[config.mk]
export PLATFORM = sky130hd
export DESIGN_NAME = carp_queue
export DESIGN_NICKNAME = d
export VERILOG_FILES = /design/src/rtl/carp_pkg.sv /design/src/rtl/carp_queue.sv
export SDC_FILE = /design/constraint.sdc
export NUM_CORES = 1
export LEC_CHECK = 0
export ABC_AREA = 1
export BUFFER_PORTS_ARGS = -buffer_cell sky130_fd_sc_hd__buf_2
export CELL_PAD_IN_SITES_DETAIL_PLACEMENT = 1
export CELL_PAD_IN_SITES_GLOBAL_PLACEMENT = 1
export CORE_MARGIN = 4
export CORE_UTILIZATION = 40
export CTS_BUF_LIST = sky130_fd_sc_hd__clkbuf_4 sky130_fd_sc_hd__clkbuf_8
export DETAILED_ROUTE_END_ITERATION = 6
export PLACE_DENSITY = 0.7
export SLEW_MARGIN = 20
export SYNTH_ARGS = -nofsm -noshare
export SYNTH_HDL_FRONTEND = slang
export SYNTH_SLANG_ARGS = --single-unit
[constraint.sdc]
create_clock -name clk -period 9.8 [get_ports clk]
set_clock_uncertainty 0.05 [all_clocks]
set_input_delay 0 -clock clk [delete_from_list [all_inputs] [get_ports clk]]
set_output_delay 0 -clock clk [all_outputs]
set_load 0.02 [all_outputs]
[src/rtl/carp_pkg.sv]
// Shared constants, types and tables of the complex add and polar conversion core.
`default_nettype none
package carp_pkg;

	localparam int DATA_WIDTH    = 16;
	localparam int FRAC_BITS     = 8;
	localparam int CORDIC_STAGES = 16;
	localparam int GUARD_BITS    = 12;
	localparam int ANG_FRAC      = 16;

	localparam int SUM_W    = DATA_WIDTH + 1;
	localparam int FIRST_W  = 18;
	localparam int SECOND_W = 17;
	localparam int OPND_W   = SUM_W + 1;
	localparam int XW       = 32;
	localparam int ZW       = 26;
	localparam int IN_W     = 4 * DATA_WIDTH;
	localparam int OUT_W    = ((FIRST_W + SECOND_W + 7) / 8) * 8;

	localparam int QUEUE_DEPTH = 4;
	localparam int QPTR_W      = $clog2(QUEUE_DEPTH);

	localparam longint GAIN_Q32 = 64'd2608131496;
	localparam int GAIN_HI      = int'(GAIN_Q32 >> 16);
	localparam int GAIN_LO      = int'(GAIN_Q32 & 64'hFFFF);
	localparam int PROD_W       = XW - 1 + 16;
	localparam int MAG_SH       = GUARD_BITS + 16;
	localparam int ANG_SH       = ANG_FRAC - FRAC_BITS;

	localparam logic signed [ZW-1:0] DEG90_Q16 = ZW'(90 <<< ANG_FRAC);
	localparam logic signed [OPND_W-1:0] DEG90_Q8 = OPND_W'(90 <<< FRAC_BITS);
	localparam logic signed [OPND_W-1:0] DEG180_Q8 = OPND_W'(180 <<< FRAC_BITS);

	typedef struct packed {
		logic                     polar;
		logic                     vec;
		logic signed [OPND_W-1:0] a;
		logic signed [OPND_W-1:0] b;
		logic signed [ZW-1:0]     z;
	} carp_item_t;

	typedef struct packed {
		logic       valid;
		carp_item_t item;
	} carp_push_t;

	typedef struct packed {
		logic full;
		logic empty;
	} carp_qstat_t;

	// atan(2^-i) in degrees, Q16, rounded to nearest
	function automatic logic signed [ZW-1:0] atan_deg_q16(input int idx);
		logic signed [ZW-1:0] v;
		case (idx)
			0:       v = ZW'(2949120);
			1:       v = ZW'(1740967);
			2:       v = ZW'(919879);
			3:       v = ZW'(466945);
			4:       v = ZW'(234379);
			5:       v = ZW'(117304);
			6:       v = ZW'(58666);
			7:       v = ZW'(29335);
			8:       v = ZW'(14668);
			9:       v = ZW'(7334);
			10:      v = ZW'(3667);
			11:      v = ZW'(1833);
			12:      v = ZW'(917);
			13:      v = ZW'(458);
			14:      v = ZW'(229);
			15:      v = ZW'(115);
			16:      v = ZW'(57);
			17:      v = ZW'(29);
			18:      v = ZW'(14);
			19:      v = ZW'(7);
			20:      v = ZW'(4);
			21:      v = ZW'(2);
			22:      v = ZW'(1);
			default: v = '0;
		endcase
		return v;
	endfunction

endpackage
`default_nettype wire

[src/rtl/carp_queue.sv]
// Short job queue between the front end and the rotation pipeline.
`default_nettype none
module carp_queue
	import carp_pkg::*;
(
	input  wire logic        clk,
	input  wire logic        arst_n,
	input  wire carp_push_t  push,
	input  wire logic        pop,
	output carp_qstat_t      qstat,
	output carp_item_t       head
);

	carp_item_t         mem_q [QUEUE_DEPTH];
	logic [QPTR_W-1:0]  wr_ptr_q;
	logic [QPTR_W-1:0]  rd_ptr_q;
	logic [QPTR_W:0]    count_q;
	logic               do_push;
	logic               do_pop;

	assign qstat.full  = (count_q == (QPTR_W+1)'(QUEUE_DEPTH));
	assign qstat.empty = (count_q == '0);
	assign do_push     = push.valid && !qstat.full;
	assign do_pop      = pop && !qstat.empty;
	assign head        = mem_q[rd_ptr_q];

	always_ff @(posedge clk) begin
		if (do_push) begin
			mem_q[wr_ptr_q] <= push.item;
		end
	end

	always_ff @(posedge clk or negedge arst_n) begin
		if (!arst_n) begin
			wr_ptr_q <= '0;
			rd_ptr_q <= '0;
			count_q  <= '0;
		end else begin
			if (do_push) begin
				wr_ptr_q <= (wr_ptr_q == QPTR_W'(QUEUE_DEPTH - 1)) ? '0 : wr_ptr_q + 1'b1;
			end
			if (do_pop) begin
				rd_ptr_q <= (rd_ptr_q == QPTR_W'(QUEUE_DEPTH - 1)) ? '0 : rd_ptr_q + 1'b1;
			end
			case ({do_push, do_pop})
				2'b10:   count_q <= count_q + 1'b1;
				2'b01:   count_q <= count_q - 1'b1;
				default: count_q <= count_q;
			endcase
		end
	end

endmodule
`default_nettype wire

==> flow_summary.toml <==
[run_status]
outcome = "completed"

[setup_path]
max_stage_delay_ns = 1.00
end_kind = "output pin"
worstSetupPathType = "reg -> out"
path_max_fanout = 92
path_cells = "buf_4 > nand2_1 > o211ai_1 > nand2_1 > buf_2"
critical_path.top_delay_family = "buffers and inverters"
cp_num_buf_inv = 2
critPathRequiredTime_ns = 9.75
arrival_ns = 3.00
cpMaxStageDelayCell = "dfrtp_4"
timing.critical_path.mode_cell = "nand2_1"
cp-start-kind = "flop"

[timing]
finalCritPeriodShare_pct = 31.2
rsz0062_at_grt = "false"
finalSetupViolations = 0
hold_violations = 0
min_period_ns = 3.05
slew_headroom_pct = 31.9
max_freq_mhz = 327
setup_tns_ns = 0
worst_pin_slew_ns = 1.02
slew_viol_final = 0
hold-worst-slack_ns = 0.155

[floorplan]
core_um2 = 26200
die_area_um2 = 29400
dieWidth_um = 172
ios = 134
placementRows = 59
initial_core_util_pct = 40.8
dieHeight_um = 172

[synth]
syn_inst = 807
mappedNetlistArea_um2 = 10700
yosys_warnings = 0
syn-num-nets = 882
synth_cell_types = 18
synthDominantCellAreaShare_pct = 71.9
avgSynthCellArea_um2 = 13.3
synth_seq_cells = 263
ys_top_cells_by_area = "edfxtp_1, o211ai_1, nand2_1"
yosysSeqAreaShare_pct = 73.5
yosysTopAreaCell = "edfxtp_1"

[global_routing]
grt_max_degree = 93
grt_pass1_vias = 7188
grt.total_usage_pct = 16.5
antenna_found_initial = 1
overflow = 0
grt_pass1_wl_um = 38100

[detailed_routing]
wl_um = 24100
vias_per_cell = 4.85
drc = 0
drtIter0Drc = 376
first_pass_iters = 4
wl_per_cell_um = 17.4
ant_nets = 0
num_vias = 6719

[power_and_ir_drop]
p_total_mw = 3.86
pwr-share-comb_pct = 35.3
swShare_pct = 38.3
internal_power_mw = 2.38
leakage_nw = 5.21
power_per_cell_area_nw_per_um2 = 297
vdd_drop_max_mv = 0.151
power_frac_clock_pct = 23.6
p_sw_mw = 1.48
sequentialPowerShare_pct = 41.1

[finish]
synthToLayoutAreaGrowth_pct = 21.5
fillCellCount = 2706
most-common-layout-cells = "edfxtp_1, nand2_1, inv_1"
multi_input_area_um2 = 1950
final_nets = 1095
regArea_um2 = 7870
final_common_cell = "edfxtp_1"
layout-drive-gt1-share_pct = 20.4

[cts]
cts_buffers = 44
cts_tree = "done"
cts.reportedPaths.clkPinSlew_ns = 0.06
cts.sinks = 263
clk_path_buf_depth = 3
ctsResizeCount = 0
cts-root-buf = "clkbuf_8"
clk_latency_ns = 0.54
htree_num_levels = 2

[hold_path]
hp-class = "in -> reg"

[placed_design]
dpl.hpwl_um = 13900
gp_congestion = 0.694
numPortBuffers = 133

[run]
drv_cap = 0
[synth_stat cells, drive strengths merged]
library cell and count:
buf 41, clkbuf 1, dfrtp 7, edfxtp 256
fa 1, ha 6, inv 144, nand2 207
nand3 7, nand4 1, nor2 6, o211ai 128
o21ai 1, xnor2 1
[per-stage QoR]
stage          worst slack (ns)  utilization (%)  cell area, um^2  cells
2_1_floorplan              5.88                -            10700    807
3_5_place_dp               7.29             43.9            11500   1241
3_3_place_gp               7.37             43.9            11500   1241
4_1_cts                    6.69             49.6            13000   1383
5_1_grt                    6.47             49.6            13000   1384
6_report                   6.75             49.6            13000   1384
[per-layer routing]
| layer | global-route usage, % | share of wire (%) | vias up |
|---|---|---|---|
| met3 | 3.24 | 4.4 | 45 |
| met4 | 4.86 | 2.1 | 0 |
| met5 | 0 | 0 | - |
| met2 | 28.9 | 51 | 146 |
| met1 | 20.9 | 43 | 3297 |
| li1 | - | - | 3231 |
[flip-flops by register name, summed over array words and instances (netlist names)]
| signal | count |
|---|---|
| count_q | 3 |
| mem_q | 256 |
| rd_ptr_q | 2 |
| wr_ptr_q | 2 |
[worst register-to-register path: cells and delay by family, from the launching register on]
family                 cells  cell delay [ns]
DFF                        1             0.36
buffers and inverters      2             0.87
and+or+nand+nor            3             0.66
[final timing paths]
| check | depth (start not counted) | start | endpoint | slack (ns) |
|---|---|---|---|---|
| worst min-delay path | 2 | push[48] | mem_q[0][48] | 0.15 |
| max in group asynchronous | 3 | arst_n | rd_ptr_q[0] | 9.02 |
| worst max-delay path | 5 | rd_ptr_q[0] | head[52] | 6.75 |
| worst min register to register | 1 | count_q[0] | count_q[0] | 0.44 |
| worst max register to register | 5 | count_q[0] | mem_q[2][41] | 7.41 |
| min in group asynchronous | 3 | arst_n | wr_ptr_q[0] | 0.38 |
[power by group through the flow]
stage	logic, mW	registers (mW)	clock network (mW)
2_1_floorplan	1.03	1.56	0
3_3_place_gp	1.34	1.60	0
3_5_place_dp	1.37	1.61	0
4_1_cts	1.40	1.59	0.940
5_1_grt	1.51	1.61	0.994
6_report	1.36	1.58	0.910
[area by class of cell]
type,instances,share of cell area (%)
antenna,1,0.0193
clock buffer,63,5.81
sequential,263,60.6
timing repair buffer,209,10.8
multi-input combinational,358,15.0
clock inverter,11,0.433
inverter,144,4.16
tap,335,3.23
[timing repair]
| action | 4_1_cts | 5_1_grt |
|---|---|---|
| hold endpoints to repair | 269 | 0 |
| buffers inserted | 0 | 0 |
| endpoints found under the setup margin | 0 | 0 |
| hold buffers | 68 | 0 |
[cell families after synthesis]
kind of cell	synth area share [%]
XOR/XNOR	0.0819
adder cells (fa/ha/maj)	0.889
flip-flops	73.5
AND/OR/NAND/NOR	7.86
buffers and inverters	8.55
AO/OA/AOI/OAI	9.08
Note: power is estimated with default switching activity, not from simulation.
