## config.mk

```make
export PLATFORM = sky130hd
export DESIGN_NAME = carp_front
export DESIGN_NICKNAME = d
export VERILOG_FILES = /design/src/rtl/carp_pkg.sv /design/src/rtl/carp_front.sv
export SDC_FILE = /design/constraint.sdc
export NUM_CORES = 1
export LEC_CHECK = 0
export BUFFER_PORTS_ARGS = -buffer_cell sky130_fd_sc_hd__buf_4
export CORE_UTILIZATION = 30
export CTS_CLUSTER_DIAMETER = 120
export DETAILED_ROUTE_END_ITERATION = 8
export HOLD_SLACK_MARGIN = 0.02
export PLACE_DENSITY_LB_ADDON = 0.3
export SLEW_MARGIN = 20
export SYNTH_ARGS = -nofsm -noshare
export SYNTH_HDL_FRONTEND = slang
export SYNTH_SLANG_ARGS = --single-unit
```

## constraint.sdc

```tcl
create_clock -name clk -period 3.79 [get_ports clk]
set_input_delay 1.137 -clock clk [delete_from_list [all_inputs] [get_ports clk]]
set_output_delay 1.137 -clock clk [all_outputs]
set_load 0.005 [all_outputs]
```

## src/rtl/carp_pkg.sv

```systemverilog
// Shared constants, types and tables of the complex add and polar conversion core.
`default_nettype none
package carp_pkg;

	localparam int DATA_WIDTH    = 16;
	localparam int FRAC_BITS     = 8;
	localparam int CORDIC_STAGES = 16;
	localparam int GUARD_BITS    = 12;
	localparam int ANG_FRAC      = 16;

	localparam int SUM_W    = DATA_WIDTH + 1;
	localparam int FIRST_W  = 18;
	localparam int SECOND_W = 17;
	localparam int OPND_W   = SUM_W + 1;
	localparam int XW       = 32;
	localparam int ZW       = 26;
	localparam int IN_W     = 4 * DATA_WIDTH;
	localparam int OUT_W    = ((FIRST_W + SECOND_W + 7) / 8) * 8;

	localparam int QUEUE_DEPTH = 4;
	localparam int QPTR_W      = $clog2(QUEUE_DEPTH);

	localparam longint GAIN_Q32 = 64'd2608131496;
	localparam int GAIN_HI      = int'(GAIN_Q32 >> 16);
	localparam int GAIN_LO      = int'(GAIN_Q32 & 64'hFFFF);
	localparam int PROD_W       = XW - 1 + 16;
	localparam int MAG_SH       = GUARD_BITS + 16;
	localparam int ANG_SH       = ANG_FRAC - FRAC_BITS;

	localparam logic signed [ZW-1:0] DEG90_Q16 = ZW'(90 <<< ANG_FRAC);
	localparam logic signed [OPND_W-1:0] DEG90_Q8 = OPND_W'(90 <<< FRAC_BITS);
	localparam logic signed [OPND_W-1:0] DEG180_Q8 = OPND_W'(180 <<< FRAC_BITS);

	typedef struct packed {
		logic                     polar;
		logic                     vec;
		logic signed [OPND_W-1:0] a;
		logic signed [OPND_W-1:0] b;
		logic signed [ZW-1:0]     z;
	} carp_item_t;

	typedef struct packed {
		logic       valid;
		carp_item_t item;
	} carp_push_t;

	typedef struct packed {
		logic full;
		logic empty;
	} carp_qstat_t;

	// atan(2^-i) in degrees, Q16, rounded to nearest
	function automatic logic signed [ZW-1:0] atan_deg_q16(input int idx);
		logic signed [ZW-1:0] v;
		case (idx)
			0:       v = ZW'(2949120);
			1:       v = ZW'(1740967);
			2:       v = ZW'(919879);
			3:       v = ZW'(466945);
			4:       v = ZW'(234379);
			5:       v = ZW'(117304);
			6:       v = ZW'(58666);
			7:       v = ZW'(29335);
			8:       v = ZW'(14668);
			9:       v = ZW'(7334);
			10:      v = ZW'(3667);
			11:      v = ZW'(1833);
			12:      v = ZW'(917);
			13:      v = ZW'(458);
			14:      v = ZW'(229);
			15:      v = ZW'(115);
			16:      v = ZW'(57);
			17:      v = ZW'(29);
			18:      v = ZW'(14);
			19:      v = ZW'(7);
			20:      v = ZW'(4);
			21:      v = ZW'(2);
			22:      v = ZW'(1);
			default: v = '0;
		endcase
		return v;
	endfunction

endpackage
`default_nettype wire

```

## src/rtl/carp_front.sv

```systemverilog
// Front end: accepts operand pairs, adds them and sorts each sum into a pass or rotate job.
`default_nettype none
module carp_front
	import carp_pkg::*;
(
	input  wire logic             clk,
	input  wire logic             arst_n,
	input  wire logic             cfg_we,
	input  wire logic             cfg_wdata,
	input  wire logic             s_axis_tvalid,
	output logic                  s_axis_tready,
	input  wire logic [IN_W-1:0]  s_axis_tdata,
	input  wire carp_qstat_t      qstat,
	output carp_push_t            push
);

	logic                    polar_q;
	logic                    valid_s1;
	logic                    polar_s1;
	logic signed [SUM_W-1:0] re_s1;
	logic signed [SUM_W-1:0] im_s1;

	logic signed [DATA_WIDTH-1:0] fr, fi, sr, si;
	logic signed [OPND_W-1:0] re_x, im_x, re_n, im_n;
	carp_item_t item;

	assign fr = s_axis_tdata[DATA_WIDTH-1:0];
	assign fi = s_axis_tdata[2*DATA_WIDTH-1:DATA_WIDTH];
	assign sr = s_axis_tdata[3*DATA_WIDTH-1:2*DATA_WIDTH];
	assign si = s_axis_tdata[4*DATA_WIDTH-1:3*DATA_WIDTH];

	assign s_axis_tready = !valid_s1 || !qstat.full;

	always_ff @(posedge clk or negedge arst_n) begin
		if (!arst_n) begin
			polar_q <= 1'b1;
		end else if (cfg_we) begin
			polar_q <= cfg_wdata;
		end
	end

	always_ff @(posedge clk or negedge arst_n) begin
		if (!arst_n) begin
			valid_s1 <= 1'b0;
		end else if (s_axis_tready) begin
			valid_s1 <= s_axis_tvalid;
		end
	end

	always_ff @(posedge clk) begin
		if (s_axis_tvalid && s_axis_tready) begin
			re_s1    <= SUM_W'(fr) + SUM_W'(sr);
			im_s1    <= SUM_W'(fi) + SUM_W'(si);
			polar_s1 <= polar_q;
		end
	end

	assign re_x = OPND_W'(re_s1);
	assign im_x = OPND_W'(im_s1);
	assign re_n = -re_x;
	assign im_n = -im_x;

	always_comb begin
		item.polar = polar_s1;
		item.vec   = 1'b0;
		item.a     = re_x;
		item.b     = im_x;
		item.z     = '0;
		if (polar_s1) begin
			if (im_s1 == '0) begin
				item.a = re_s1[SUM_W-1] ? re_n : re_x;
				item.b = re_s1[SUM_W-1] ? DEG180_Q8 : '0;
			end else if (re_s1 == '0) begin
				item.a = im_s1[SUM_W-1] ? im_n : im_x;
				item.b = im_s1[SUM_W-1] ? -DEG90_Q8 : DEG90_Q8;
			end else begin
				item.vec = 1'b1;
				// left half plane: rotate by 90 degrees first
				if (re_s1[SUM_W-1]) begin
					if (!im_s1[SUM_W-1]) begin
						item.a = im_x;
						item.b = re_n;
						item.z = DEG90_Q16;
					end else begin
						item.a = im_n;
						item.b = re_x;
						item.z = -DEG90_Q16;
					end
				end
			end
		end
	end

	assign push.valid = valid_s1 && !qstat.full;
	assign push.item  = item;

endmodule
`default_nettype wire

```

==> run_results.csv <==
group,metric,value,unit
outcome,status,"completed",
setup_path,crit_arrival,2.57,ns
die,fp.dieArea,15500,um2
die,top_level_ports,137,
pwr,leakage,2.64,nW
timing,finalClockSkew,0.00318,ns
timing,finalSetupViolations,0,
timing,hold_violations,0,
pwr,cell_internal_pwr,0.00115,W
timing,slew_violations,0,
setup_path,r2r_slack,2.44,ns
routing,detailedRoute.firstIterationViolations,229,
timing,rsz0062_at_grt,"yes",
global_route,initial_antenna_violation_count,0,
synthesis,ys.flop_type,"sky130_fd_sc_hd__edfxtp_1",
cells_and_area,area.growth.synth_to_final,38.3,%
global_route,globalRoute.totalOverflow,0,
synthesis,syn-instance-count,534,
synthesis,synth_top_cells_by_area,"sky130_fd_sc_hd__edfxtp_1, sky130_fd_sc_hd__ha_1, sky130_fd_sc_hd__xnor2_1",
pwr,power.clock.fraction,22.6,%
routing,drt-wirelength-per-cell,15.6,um
pwr,switchingPower,0.000604,W
cells_and_area,drive_above_1_share,34.0,%
die,dieHeight,124,um
synthesis,synth_enable_flop_cells,35,
worst_hold_path,whs_path_depth,0,
pwr,share_seq_of_total_power,32.8,%
cells_and_area,finish.net_count,809,
routing,drt_pass1_iterations,5,
clocking,number_of_cts_inserted_buffers,5,
clocking,cts.reportedPaths.clkPinSlew,0.05,ns
routing,viasPerCell,5.30,
clocking,clock_sink_count,37,
timing,post_layout_min_period,3.71,ns
setup_path,worst_r2r_path_depth,3,
placement,place.port_buffers,118,
die,fp.coreArea,14600,um2
synthesis,netlist.top_cell.by_area,"sky130_fd_sc_hd__edfxtp_1",
clocking,cts_htree_levels,2,
clocking,clock-root-buffer,"sky130_fd_sc_hd__clkbuf_16",
global_route,first_global_vias,4468,
setup_path,path_max_fanout,7,
worst_hold_path,hp-class,"register to register",
placement,placement.cell_area,5750,um2
global_route,grt_first_pass_wirelength,21900,um
routing,ant_nets,0,
pwr,comb_power_share,44.6,%
synthesis,ys_seq_area_share,24.5,%
die,starting_density_of_the_core,30.8,%
setup_path,worstReg2RegEnd,"re_s1[1]$_DFFE_PP_",
synthesis,ys_ff_latch,37,
global_route,grt_max_degree,41,
placement,place_congestion,0.882,
setup_path,regToRegStartpoint,"valid_s1$_DFFE_PN0N_",
synthesis,synth_cell_type_count,81,
timing,worst_slew_pin_slew,0.555,ns
die,die-width,124,um
timing,fmaxAchievable,270,MHz
setup_path,required,2.65,ns
clocking,clock_path_buffers,2,
run,maxCapViolCount,0,
clocking,clock_network_latency_to_the_later_pin_of_the_worst_skew_pair,0.28,ns
timing,setup_tns,0,ns
routing,num_vias,4699,
clocking,cts-hold-fix-buffers,0,
setup_path,critical_path_class,"register to output pin",
synthesis,syn_avg_cell_area,8.42,um2
cells_and_area,diodes,0,
worst_hold_path,whs_endpoint,"polar_s1$_DFFE_PP_",
setup_path,critPathLaunchType,"register",
pwr,netSwitchingFraction,34.4,%
routing,drc,0,
synthesis,synth-async-reset-ratio,5.41,%
worst_hold_path,hold_path_startpoint,"polar_q$_DFFE_PN1P_",
timing,fin_worst_hold_slack,0.529,ns
timing,timing.final.crit_share,97.8,%
pwr,p_per_area,282,nW/um2
synthesis,post_synth_instance_area,4500,um2
cells_and_area,fin_area,6220,um2
routing,finalWirelength,13800,um
synthesis,synth.top_cell.area_share,23.4,%
setup_path,crit_path_end_kind,"output pin",
pwr,max-vdd-ir-drop,0.000224,V
clocking,clock_tree_from_tritoncts,"yes",
global_route,grt.total_usage,17.1,%
die,floorplan.rows,44,
synthesis,yosys_warnings,0,
placement,place_hpwl,11100,um
timing,slew-limit-headroom,62.7,%
[critical path, stage by stage (launching register included)]
cell                       delay, ns
sky130_fd_sc_hd__edfxtp_1       0.40
sky130_fd_sc_hd__inv_1          0.08
sky130_fd_sc_hd__ha_2           0.17
sky130_fd_sc_hd__or3b_4         0.41
sky130_fd_sc_hd__or3_4          0.39
sky130_fd_sc_hd__o21ai_4        0.25
sky130_fd_sc_hd__nor2_4         0.10
sky130_fd_sc_hd__nand2_1        0.09
sky130_fd_sc_hd__o311ai_2       0.12
sky130_fd_sc_hd__buf_4          0.16
sky130_fd_sc_hd__buf_4          0.12
[area by class of cell]
cell class / instances / area [um2]
Fill cell: 1450 / 8370
Tap cell: 184 / 230
Clock buffer: 7 / 133
Clock inverter: 1 / 8.76
Multi-Input combinational cell: 454 / 3270
Inverter: 19 / 71.3
Sequential cell: 37 / 1100
Timing Repair Buffer: 184 / 1410
[cell usage after synthesis (all sizes together) (11+ instances only)]
library cell,instances
nor2,49
nand2,48
o21ai,43
a21oi,39
edfxtp,35
ha,35
xnor2,33
buf,31
inv,18
nand3,18
nor3,17
xor2,17
a21o,11
[flip-flops by register name (all words and copies together), names as in the netlist]
signal	cells
re_s1	17
im_s1	17
polar_q	1
polar_s1	1
valid_s1	1
[metrics by stage]
stage	setup slack [ns]	instances	power, W	util, %
final	0.0837	886	0.00175	42.6
after floorplan	0.444	550	0.00102	-
after global routing	-0.0311	886	0.00186	42.6
after CTS	-0.0300	872	0.00173	41.1
after detailed placement	0.0333	858	0.00132	39.4
after global placement	0.0448	858	0.00131	39.4
[power groups by stage]
stage	clock (W)	combinational (W)	sequential, W
after detailed placement	0	0.000741	0.000582
after CTS	0.000404	0.000756	0.000574
final	0.000397	0.000782	0.000575
after global placement	0	0.000730	0.000583
after floorplan	0	0.000460	0.000564
after global routing	0.000422	0.000856	0.000581
[worst max-delay path by stage]
stage / start / endpoint / slack [ns]
6_report: im_s1[0]$_DFFE_PP_ / push[53] / 0.08
5_1_grt: re_s1[0]$_DFFE_PP_ / push[35] / -0.03
4_1_cts: im_s1[1]$_DFFE_PP_ / push[59] / -0.03
3_5_place_dp: im_s1[1]$_DFFE_PP_ / push[53] / 0.03
3_3_place_gp: im_s1[1]$_DFFE_PP_ / push[53] / 0.04
2_1_floorplan: re_s1[1]$_DFFE_PP_ / push[40] / 0.44
[logic make-up (layout without fill, tap and decap cells)]
kind of cell | Yosys count | count (layout) | share of synthesized area (%)
muxes | 5 | 5 | 1.14
other | 1 | 17 | 0.0834
adders and majority gates | 37 | 37 | 10.6
buffers and inverters | 59 | 211 | 7.48
and+or+nand+nor | 177 | 177 | 21.2
xor gates and xnor gates | 50 | 50 | 9.74
AOI/OAI and AO/OA | 168 | 168 | 25.2
DFF | 37 | 37 | 24.5
[cell usage in the layout, fill, tap and decap left out, types with 16 or more instances in the layout]
cell,count
sky130_fd_sc_hd__edfxtp_1,35
sky130_fd_sc_hd__a21oi_1,37
sky130_fd_sc_hd__nor3_1,16
sky130_fd_sc_hd__xnor2_1,33
sky130_fd_sc_hd__buf_4,179
sky130_fd_sc_hd__o21ai_0,35
sky130_fd_sc_hd__nor2_1,46
sky130_fd_sc_hd__nand2_1,47
sky130_fd_sc_hd__ha_1,33
sky130_fd_sc_hd__conb_1,17
sky130_fd_sc_hd__inv_1,17
sky130_fd_sc_hd__xor2_1,17
[layer usage]
metal  up-vias  part of all wire, %  track usage (%)
met4         0                  2.0             6.31
met1      2200                   46             22.6
met2       182                   47             28.3
met3        17                  5.3             2.41
li1       2300                    -                -
met5         -                    0                0
[timing repair]
item,4_1_cts,5_1_grt
endpoints found under the setup margin,21,30
gates resized for setup,12,26
buffers inserted,6,14
pin swaps,7,12
(Power assumes the default switching activity.)
